$ cat src/hw/rtl/sdcsd_pkg.sv
// ============================================================================
// sdcsd_pkg
// Types and constants shared by the CSD register decode pipeline.
// ============================================================================
package sdcsd_pkg;

    // request: the 128-bit CSD register as two halves, byte 0 at the top
    typedef struct packed {
        logic [63:0] csd_upper;
        logic [63:0] csd_lower;
    } t_csd_in;

    // result: decoded fields
    typedef struct packed {
        logic [1:0]  structure_version;
        logic [7:0]  access_time;
        logic [7:0]  access_clocks;
        logic [7:0]  transfer_speed;
        logic [11:0] command_classes;
        logic [3:0]  read_block_len;
        logic [21:0] device_size;
        logic [2:0]  size_multiplier;
        logic [21:0] capacity;
        logic [3:0]  write_block_len;
        logic [1:0]  partial_support;
        logic [8:0]  flag_bits;
    } t_csd_out;

    // structure versions; any nonzero one uses the high-capacity rule
    localparam logic [1:0] VER_LEGACY   = 2'd0;
    localparam logic [1:0] VER_HC       = 2'd1;
    localparam logic [1:0] VER_UC       = 2'd2;
    localparam logic [1:0] VER_RESERVED = 2'd3;

    localparam int unsigned CSD_BYTES  = 16;
    localparam int unsigned SIZE_W     = 22;
    localparam int unsigned CAP_W      = 22;

    // high capacity: (x << 19) / 1e6 == (x << 13) / 15625
    localparam int unsigned HC_PRE_SHIFT = 13;
    localparam int unsigned CAP_DIV_W    = 14;
    localparam logic [CAP_DIV_W-1:0] CAP_DIV = 14'd15625;
    // floor(2^45 / 15625), estimate is low by at most one
    localparam int unsigned RECIP_SHIFT  = 32;
    localparam logic [31:0] CAP_RECIP    = 32'd2251799813;

    // version 0: (x << (mult + 2 + rbl)) >> 20
    localparam int unsigned LEG_X_W      = 13;
    localparam int unsigned LEG_SHIFT_W  = 5;
    localparam int unsigned MIB_SHIFT    = 20;
    localparam int unsigned LEG_WIDE_W   = LEG_X_W + 24;
    localparam int unsigned LEG_CAP_W    = LEG_WIDE_W - MIB_SHIFT;

endpackage

$ cat src/hw/rtl/sdcsd_decode.sv
// ============================================================================
// sdcsd_decode
// First pipeline stage: splits the CSD register into its fields.
// ============================================================================
module sdcsd_decode (
    input  logic               i_clk,
    input  logic               i_rst_n,
    input  logic               i_valid,
    input  sdcsd_pkg::t_csd_in i_csd,
    output logic               o_valid,
    output logic               o_hc,
    output sdcsd_pkg::t_csd_out o_fields
);

    logic [127:0] w_word;
    logic [7:0]   w_b [sdcsd_pkg::CSD_BYTES];
    logic         w_hc;
    sdcsd_pkg::t_csd_out n_fields;
    logic         r_valid;
    logic         r_hc;
    sdcsd_pkg::t_csd_out r_fields;

    assign w_word = {i_csd.csd_upper, i_csd.csd_lower};

    always_comb begin
        for (int i = 0; i < sdcsd_pkg::CSD_BYTES; i++) begin
            w_b[i] = w_word[127 - 8 * i -: 8];
        end
    end

    assign w_hc = (w_b[0][7:6] != sdcsd_pkg::VER_LEGACY);

    always_comb begin
        n_fields                   = '0;
        n_fields.structure_version = w_b[0][7:6];
        n_fields.access_time       = w_b[1];
        n_fields.access_clocks     = w_b[2];
        n_fields.transfer_speed    = w_b[3];
        n_fields.command_classes   = {w_b[4], w_b[5][7:4]};
        n_fields.read_block_len    = w_b[5][3:0];
        if (w_hc) begin
            n_fields.device_size     = {w_b[7][5:0], w_b[8], w_b[9]};
            n_fields.size_multiplier = 3'd0;
        end else begin
            n_fields.device_size     = {10'd0, w_b[6][1:0], w_b[7], w_b[8][7:6]};
            n_fields.size_multiplier = {w_b[9][1:0], w_b[10][7]};
        end
        n_fields.write_block_len   = {w_b[12][1:0], w_b[13][7:6]};
        n_fields.partial_support   = {w_b[13][5], w_b[6][7]};
        n_fields.flag_bits         = {w_b[14][4], w_b[14][5], w_b[14][6], w_b[14][7],
                                      w_b[12][7], w_b[10][6], w_b[6][4], w_b[6][6],
                                      w_b[6][5]};
    end

    always_ff @(posedge i_clk) begin
        if (!i_rst_n) begin
            r_valid <= 1'b0;
        end else begin
            r_valid <= i_valid;
        end
    end

    always_ff @(posedge i_clk) begin
        r_hc     <= w_hc;
        r_fields <= n_fields;
    end

    assign o_valid  = r_valid;
    assign o_hc     = r_hc;
    assign o_fields = r_fields;

endmodule

$ cat src/hw/rtl/sdcsd_capacity.sv
// ============================================================================
// sdcsd_capacity
// Three-stage capacity unit: reciprocal multiply, back-multiply, correction.
// ============================================================================
module sdcsd_capacity (
    input  logic                           i_clk,
    input  logic                           i_rst_n,
    input  logic                           i_valid,
    input  logic                           i_hc,
    input  logic [sdcsd_pkg::SIZE_W-1:0]   i_size,
    input  logic [2:0]                     i_mult,
    input  logic [3:0]                     i_rbl,
    output logic                           o_valid,
    output logic [sdcsd_pkg::CAP_W-1:0]    o_capacity
);

    localparam int unsigned X_W    = sdcsd_pkg::SIZE_W + 1;
    localparam int unsigned PROD_W = X_W + 32;
    localparam int unsigned Y_W    = X_W + sdcsd_pkg::HC_PRE_SHIFT;
    localparam int unsigned Q_W    = sdcsd_pkg::CAP_W;
    localparam int unsigned QM_W   = Q_W + sdcsd_pkg::CAP_DIV_W;

    logic [X_W-1:0]                       w_x;
    logic [sdcsd_pkg::LEG_SHIFT_W-1:0]    w_amt;
    logic [sdcsd_pkg::LEG_WIDE_W-1:0]     w_wide;
    logic [Q_W-1:0]                       w_q;
    logic [Y_W-1:0]                       w_rem;

    logic [PROD_W-1:0]                    n_prod;
    logic [sdcsd_pkg::LEG_CAP_W-1:0]      n_leg;
    logic [QM_W-1:0]                      n_qm;
    logic [Q_W-1:0]                       n_cap;

    logic                                 r_v2, r_v3, r_v4;
    logic                                 r_hc2, r_hc3;
    logic [PROD_W-1:0]                    r_prod2;
    logic [X_W-1:0]                       r_x2;
    logic [sdcsd_pkg::LEG_CAP_W-1:0]      r_leg2, r_leg3;
    logic [QM_W-1:0]                      r_qm3;
    logic [Q_W-1:0]                       r_q3;
    logic [Y_W-1:0]                       r_y3;
    logic [Q_W-1:0]                       r_cap4;

    // stage 2: reciprocal product and the version 0 shift
    assign w_x    = {1'b0, i_size} + X_W'(1);
    assign n_prod = PROD_W'(w_x) * PROD_W'(sdcsd_pkg::CAP_RECIP);
    assign w_amt  = sdcsd_pkg::LEG_SHIFT_W'(i_mult) + sdcsd_pkg::LEG_SHIFT_W'(2)
                  + sdcsd_pkg::LEG_SHIFT_W'(i_rbl);
    assign w_wide = sdcsd_pkg::LEG_WIDE_W'(w_x[sdcsd_pkg::LEG_X_W-1:0]) << w_amt;
    assign n_leg  = w_wide[sdcsd_pkg::LEG_WIDE_W-1:sdcsd_pkg::MIB_SHIFT];

    // stage 3: quotient estimate times divisor
    assign w_q  = r_prod2[sdcsd_pkg::RECIP_SHIFT +: Q_W];
    assign n_qm = QM_W'(w_q) * QM_W'(sdcsd_pkg::CAP_DIV);

    // stage 4: estimate may be one low
    assign w_rem = r_y3 - Y_W'(r_qm3);
    always_comb begin
        if (!r_hc3) begin
            n_cap = Q_W'(r_leg3);
        end else if (w_rem >= Y_W'(sdcsd_pkg::CAP_DIV)) begin
            n_cap = r_q3 + Q_W'(1);
        end else begin
            n_cap = r_q3;
        end
    end

    always_ff @(posedge i_clk) begin
        if (!i_rst_n) begin
            r_v2 <= 1'b0;
            r_v3 <= 1'b0;
            r_v4 <= 1'b0;
        end else begin
            r_v2 <= i_valid;
            r_v3 <= r_v2;
            r_v4 <= r_v3;
        end
    end

    always_ff @(posedge i_clk) begin
        r_hc2   <= i_hc;
        r_prod2 <= n_prod;
        r_x2    <= w_x;
        r_leg2  <= n_leg;
        r_hc3   <= r_hc2;
        r_leg3  <= r_leg2;
        r_qm3   <= n_qm;
        r_q3    <= w_q;
        r_y3    <= {r_x2, sdcsd_pkg::HC_PRE_SHIFT'(0)};
        r_cap4  <= n_cap;
    end

    assign o_valid    = r_v4;
    assign o_capacity = r_cap4;

    // reciprocal estimate is never high and at most one low
    a_rem_range: assert property (@(posedge i_clk) disable iff (!i_rst_n)
        (r_v3 && r_hc3) |-> (r_qm3 <= QM_W'(r_y3)
                             && w_rem < Y_W'(2 * sdcsd_pkg::CAP_DIV)))
        else $error("capacity quotient estimate out of range");

    a_valid_pipe: assert property (@(posedge i_clk) disable iff (!i_rst_n)
        $rose(r_v4) |-> $past(r_v3))
        else $error("capacity valid skipped a stage");

endmodule

$ cat src/hw/rtl/sd_csd_register_decode_top.sv
// ============================================================================
// sd_csd_register_decode_top
// SD card CSD register decoder: field extraction and card capacity.
// ============================================================================
//  channel   handshake        payload                       direction
//  request   start / busy     i_csd    (sdcsd_pkg::t_csd_in)  in
//  result    o_done           o_result (sdcsd_pkg::t_csd_out) out
//
//  four-stage pipeline: decode, reciprocal multiply, back-multiply, correct
//  one request per cycle; the result strobes as it leaves the correct stage
//  busy is always low, every start is taken
//  the receiver cannot stall; results are shown for exactly one cycle
//  synchronous active-low reset clears the valid bits only
// ============================================================================
module sd_csd_register_decode_top (
    input  logic                 i_clk,
    input  logic                 i_rst_n,
    input  logic                 start,
    output logic                 busy,
    input  sdcsd_pkg::t_csd_in   i_csd,
    output logic                 o_done,
    output sdcsd_pkg::t_csd_out  o_result
);

    logic                 w_v1;
    logic                 w_hc1;
    sdcsd_pkg::t_csd_out  w_f1;
    logic                 w_cap_valid;
    logic [sdcsd_pkg::CAP_W-1:0] w_cap;
    sdcsd_pkg::t_csd_out  r_f2, r_f3, r_f4;
    sdcsd_pkg::t_csd_out  n_result;

    assign busy = 1'b0;

    sdcsd_decode u_decode (
        .i_clk    (i_clk),
        .i_rst_n  (i_rst_n),
        .i_valid  (start),
        .i_csd    (i_csd),
        .o_valid  (w_v1),
        .o_hc     (w_hc1),
        .o_fields (w_f1)
    );

    sdcsd_capacity u_capacity (
        .i_clk      (i_clk),
        .i_rst_n    (i_rst_n),
        .i_valid    (w_v1),
        .i_hc       (w_hc1),
        .i_size     (w_f1.device_size),
        .i_mult     (w_f1.size_multiplier),
        .i_rbl      (w_f1.read_block_len),
        .o_valid    (w_cap_valid),
        .o_capacity (w_cap)
    );

    // decoded fields ride alongside the capacity unit
    always_ff @(posedge i_clk) begin
        r_f2 <= w_f1;
        r_f3 <= r_f2;
        r_f4 <= r_f3;
    end

    always_comb begin
        n_result          = r_f4;
        n_result.capacity = w_cap;
    end

    assign o_done   = w_cap_valid;
    assign o_result = n_result;

    a_latency: assert property (@(posedge i_clk) disable iff (!i_rst_n)
        o_done == ($past(start, 4) && $past(i_rst_n, 4) && $past(i_rst_n, 3)
                   && $past(i_rst_n, 2) && $past(i_rst_n, 1)))
        else $error("result strobe not four cycles after request");

    a_hc_mult: assert property (@(posedge i_clk) disable iff (!i_rst_n)
        o_done |-> (o_result.structure_version == sdcsd_pkg::VER_LEGACY
                    || o_result.size_multiplier == 3'd0))
        else $error("multiplier nonzero on high-capacity card");

endmodule

$ cat config.mk
export PLATFORM = sky130hd
export DESIGN_NAME = sd_csd_register_decode_top
export DESIGN_NICKNAME = d
export VERILOG_FILES = /design/src/hw/rtl/sdcsd_pkg.sv /design/src/hw/rtl/sdcsd_decode.sv /design/src/hw/rtl/sdcsd_capacity.sv /design/src/hw/rtl/sd_csd_register_decode_top.sv
export SDC_FILE = /design/constraint.sdc
export NUM_CORES = 1
export LEC_CHECK = 0
export ABC_CLOCK_PERIOD_IN_PS = 9900
export BUFFER_PORTS_ARGS = -buffer_cell sky130_fd_sc_hd__buf_2
export CORE_MARGIN = 2
export CORE_UTILIZATION = 25
export DETAILED_ROUTE_END_ITERATION = 7
export PLACE_DENSITY_LB_ADDON = 0.3
export REMOVE_ABC_BUFFERS = 1
export SYNTH_ARGS = -nofsm -noshare
export SYNTH_HDL_FRONTEND = slang
export SYNTH_SLANG_ARGS = --single-unit
$ cat constraint.sdc
create_clock -name i_clk -period 9.9 [get_ports i_clk]
set_clock_uncertainty 0.15 [all_clocks]
set_input_delay 2.475 -clock i_clk [delete_from_list [all_inputs] [get_ports i_clk]]
set_output_delay 2.475 -clock i_clk [all_outputs]
set_load 0.05 [all_outputs]
==> impl_metrics.yaml <==
run_status:
  status: "finished clean"
detailed_routing:
  drcViolationCount: 0
  vias: 18770
  drt_iter0_drc: 782
  ant_nets: 0
  post_drt_wl_per_cell_um: 15.14
  drt-total-wl_mm: 68.55
  vias_per_cell: 4.146
  firstDrtPassIters: 5
global_routing:
  top_usage_layer: "met2"
  grt_pass1_vias: 19350
  met2_usage_pct: 18.32
  grt_use_met3_pct: 1.886
  grt_overflow_total: 0
  grt_use_total_pct: 11.49
  use_met1_pct: 15.58
  antenna_found_initial: 2
  grt_max_degree: 61
  grt_pass1_wl_mm: 109.1
layout:
  layout.nets: 3787
  final_cell_area_um2: 34440
  final_cells: 4527
  drive_gt1_share_pct: 12.14
  fillerInstances: 12220
  multiInputGateArea_um2: 17120
  seq_area_um2: 10290
  antenna_cells: 0
  syn_to_final_growth_pct: 16.71
critical_path:
  crit_family: "adder cells"
  arrival_ns: 9.50
  cp_slowest_cell: "xnor2_1"
  start_kind: "flip-flop"
  cp.required_ns: 10.27
  worstSetupPathType: "flip-flop to flip-flop"
  slowest_delay_ns: 0.85
  critPathCaptureType: "flip-flop"
  cp_num_buf_inv: 7
  cp_common_cell: "fa_1"
  worstPathMaxFanout: 8
yosys:
  yosysTopAreaCellShare_pct: 34.87
  synth_warnings: 0
  synthFlopType: "dfxtp_1"
  avgSynthCellArea_um2: 10.93
  synth_common_cells: "inv_1 (521), dfxtp_1 (514), ha_1 (403)"
  yosysMostFrequentCell: "inv_1"
  netlist_area_um2: 29510
  synth_area_leaders: "dfxtp_1 (35%), fa_1 (21%), ha_1 (17%)"
  synth.distinct_cells: 86
  yosysSeqAreaShare_pct: 34.87
  synth-edff-count: 0
  yosysTopAreaCell: "dfxtp_1"
  synthesis.instances: 2701
  async_flop_share_pct: 0
  synth_seq_cells: 514
cts:
  postCtsHoldBufs: 0
  clk-insertion-delay-late_ns: 0.66
  tritoncts: "done"
  htreeDepth: 2
  cts_buffers: 55
  numClockSinks: 514
  cts_root_buffer: "clkbuf_16"
  clockBufferDepth: 3
  clk_pin_slew_ns: 0.07
  ctsResizeCount: 0
  postCtsSetupBuffers: 0
job:
  maxCapViolations: 0
place:
  port_buffers: 191
  hpwl_mm: 56.99
  gp_congestion: 0.8914
  placed_cells: 4423
  dpl-instance-area_um2: 32490
die:
  core_area_um2: 117600
  ios: 237
  die_height_um: 347.6
  die_x_um: 347.6
  die_area_um2: 120800
  core.rowCount: 126
  initial_utilization_pct: 25.09
timing:
  tns_ns: 0
  hold_viol: 0
  setup_viol: 0
  period_share_pct: 92.20
  period_needed_ns: 9.128
  relSlewSlack_pct: 27.96
  rsz0062_at_grt: "false"
  tightest_slew_ns: 1.073
  whs_ns: 0.1487
  drv_slew: 0
  fmax_mhz: 109.6
worst_hold_path:
  min_path_type: "flip-flop to flip-flop"
==> sequential cells by signal, summed over array words and instances, names as in the netlist <==
register and cells:
u_capacity.o_valid 1, u_capacity.r_v3 1, u_capacity.r_leg2 17, u_capacity.r_hc3 1
u_capacity.r_q3 19, u_capacity.o_capacity 22, u_decode.o_hc 1, u_decode.o_fields 82
u_capacity.r_v2 1, r_f3 82, u_capacity.r_x2 21, u_capacity.r_y3 23
u_capacity.r_hc2 1, o_result 82, u_capacity.r_leg3 17, u_capacity.r_qm3 36
r_f2 82, u_capacity.r_prod2 24, u_decode.o_valid 1
==> final cells by class <==
type | instances | share of cell area (%)
clock buffer | 66 | 4.320
multi-input combinational | 1628 | 49.70
tap | 1536 | 5.580
sequential | 514 | 29.88
inverter | 522 | 5.689
clock inverter | 38 | 1.355
timing repair buffer | 223 | 3.473
==> logic make-up after synthesis <==
logic type,share of synthesized area [%]
adders and majority gates,38.05
AOI/OAI and AO/OA,8.281
DFF,34.87
xor gates and xnor gates,2.612
and+or+nand+nor,7.454
buffers and inverters,7.195
other,0.01271
muxes,1.526
==> routing by layer <==
| metal | wire [um] | vias up |
|---|---|---|
| met3 | 2997 | 95 |
| li1 | - | 9355 |
| met5 | 0 | - |
| met4 | 2367 | 0 |
| met2 | 30490 | 316 |
| met1 | 32700 | 9001 |
==> metrics by stage <==
| step | utilization (%) | setup slack (ns) |
|---|---|---|
| 4_1_cts | 29.28 | 0.6649 |
| 5_1_grt | 29.28 | 0.2212 |
| 2_1_floorplan | - | 1.594 |
| 3_5_place_dp | 27.62 | 0.6875 |
| 6_report | 29.28 | 0.7719 |
| 3_3_place_gp | 27.62 | 0.7160 |
==> layout by cell type, fill, tap and decap left out, drive strengths merged, types with 10 or more instances in the layout <==
| master | n |
|---|---|
| clkbuf | 66 |
| nand2 | 99 |
| clkinv | 23 |
| nand2b | 16 |
| o211ai | 15 |
| a31oi | 18 |
| nand3 | 41 |
| nand4b | 11 |
| a211oi | 10 |
| and2 | 23 |
| dfxtp | 514 |
| fa | 309 |
| xor2 | 36 |
| and3 | 21 |
| a21oi | 101 |
| o21ai | 76 |
| or3 | 11 |
| nor4 | 10 |
| nor2b | 25 |
| buf | 223 |
| mux2i | 18 |
| a21o | 41 |
| nor3 | 27 |
| mux2 | 22 |
| nor2 | 81 |
| xnor2 | 52 |
| inv | 527 |
| ha | 403 |
| nand4 | 20 |
| o21a | 13 |
==> final timing paths <==
check                         from                endpoint  slack (ns)  depth (start not counted)
min                       r_f2[63]                r_f3[63]        0.15                          0
max          u_decode.o_fields[42]  u_capacity.r_prod2[53]        0.77                         29
min reg2reg               r_f2[63]                r_f3[63]        0.15                          0
max reg2reg  u_decode.o_fields[42]  u_capacity.r_prod2[53]        0.77                         29
Power is left out: the tool's default activity adds up to more than one toggle a clock period on the data nets, which glitch-free logic cannot reach.
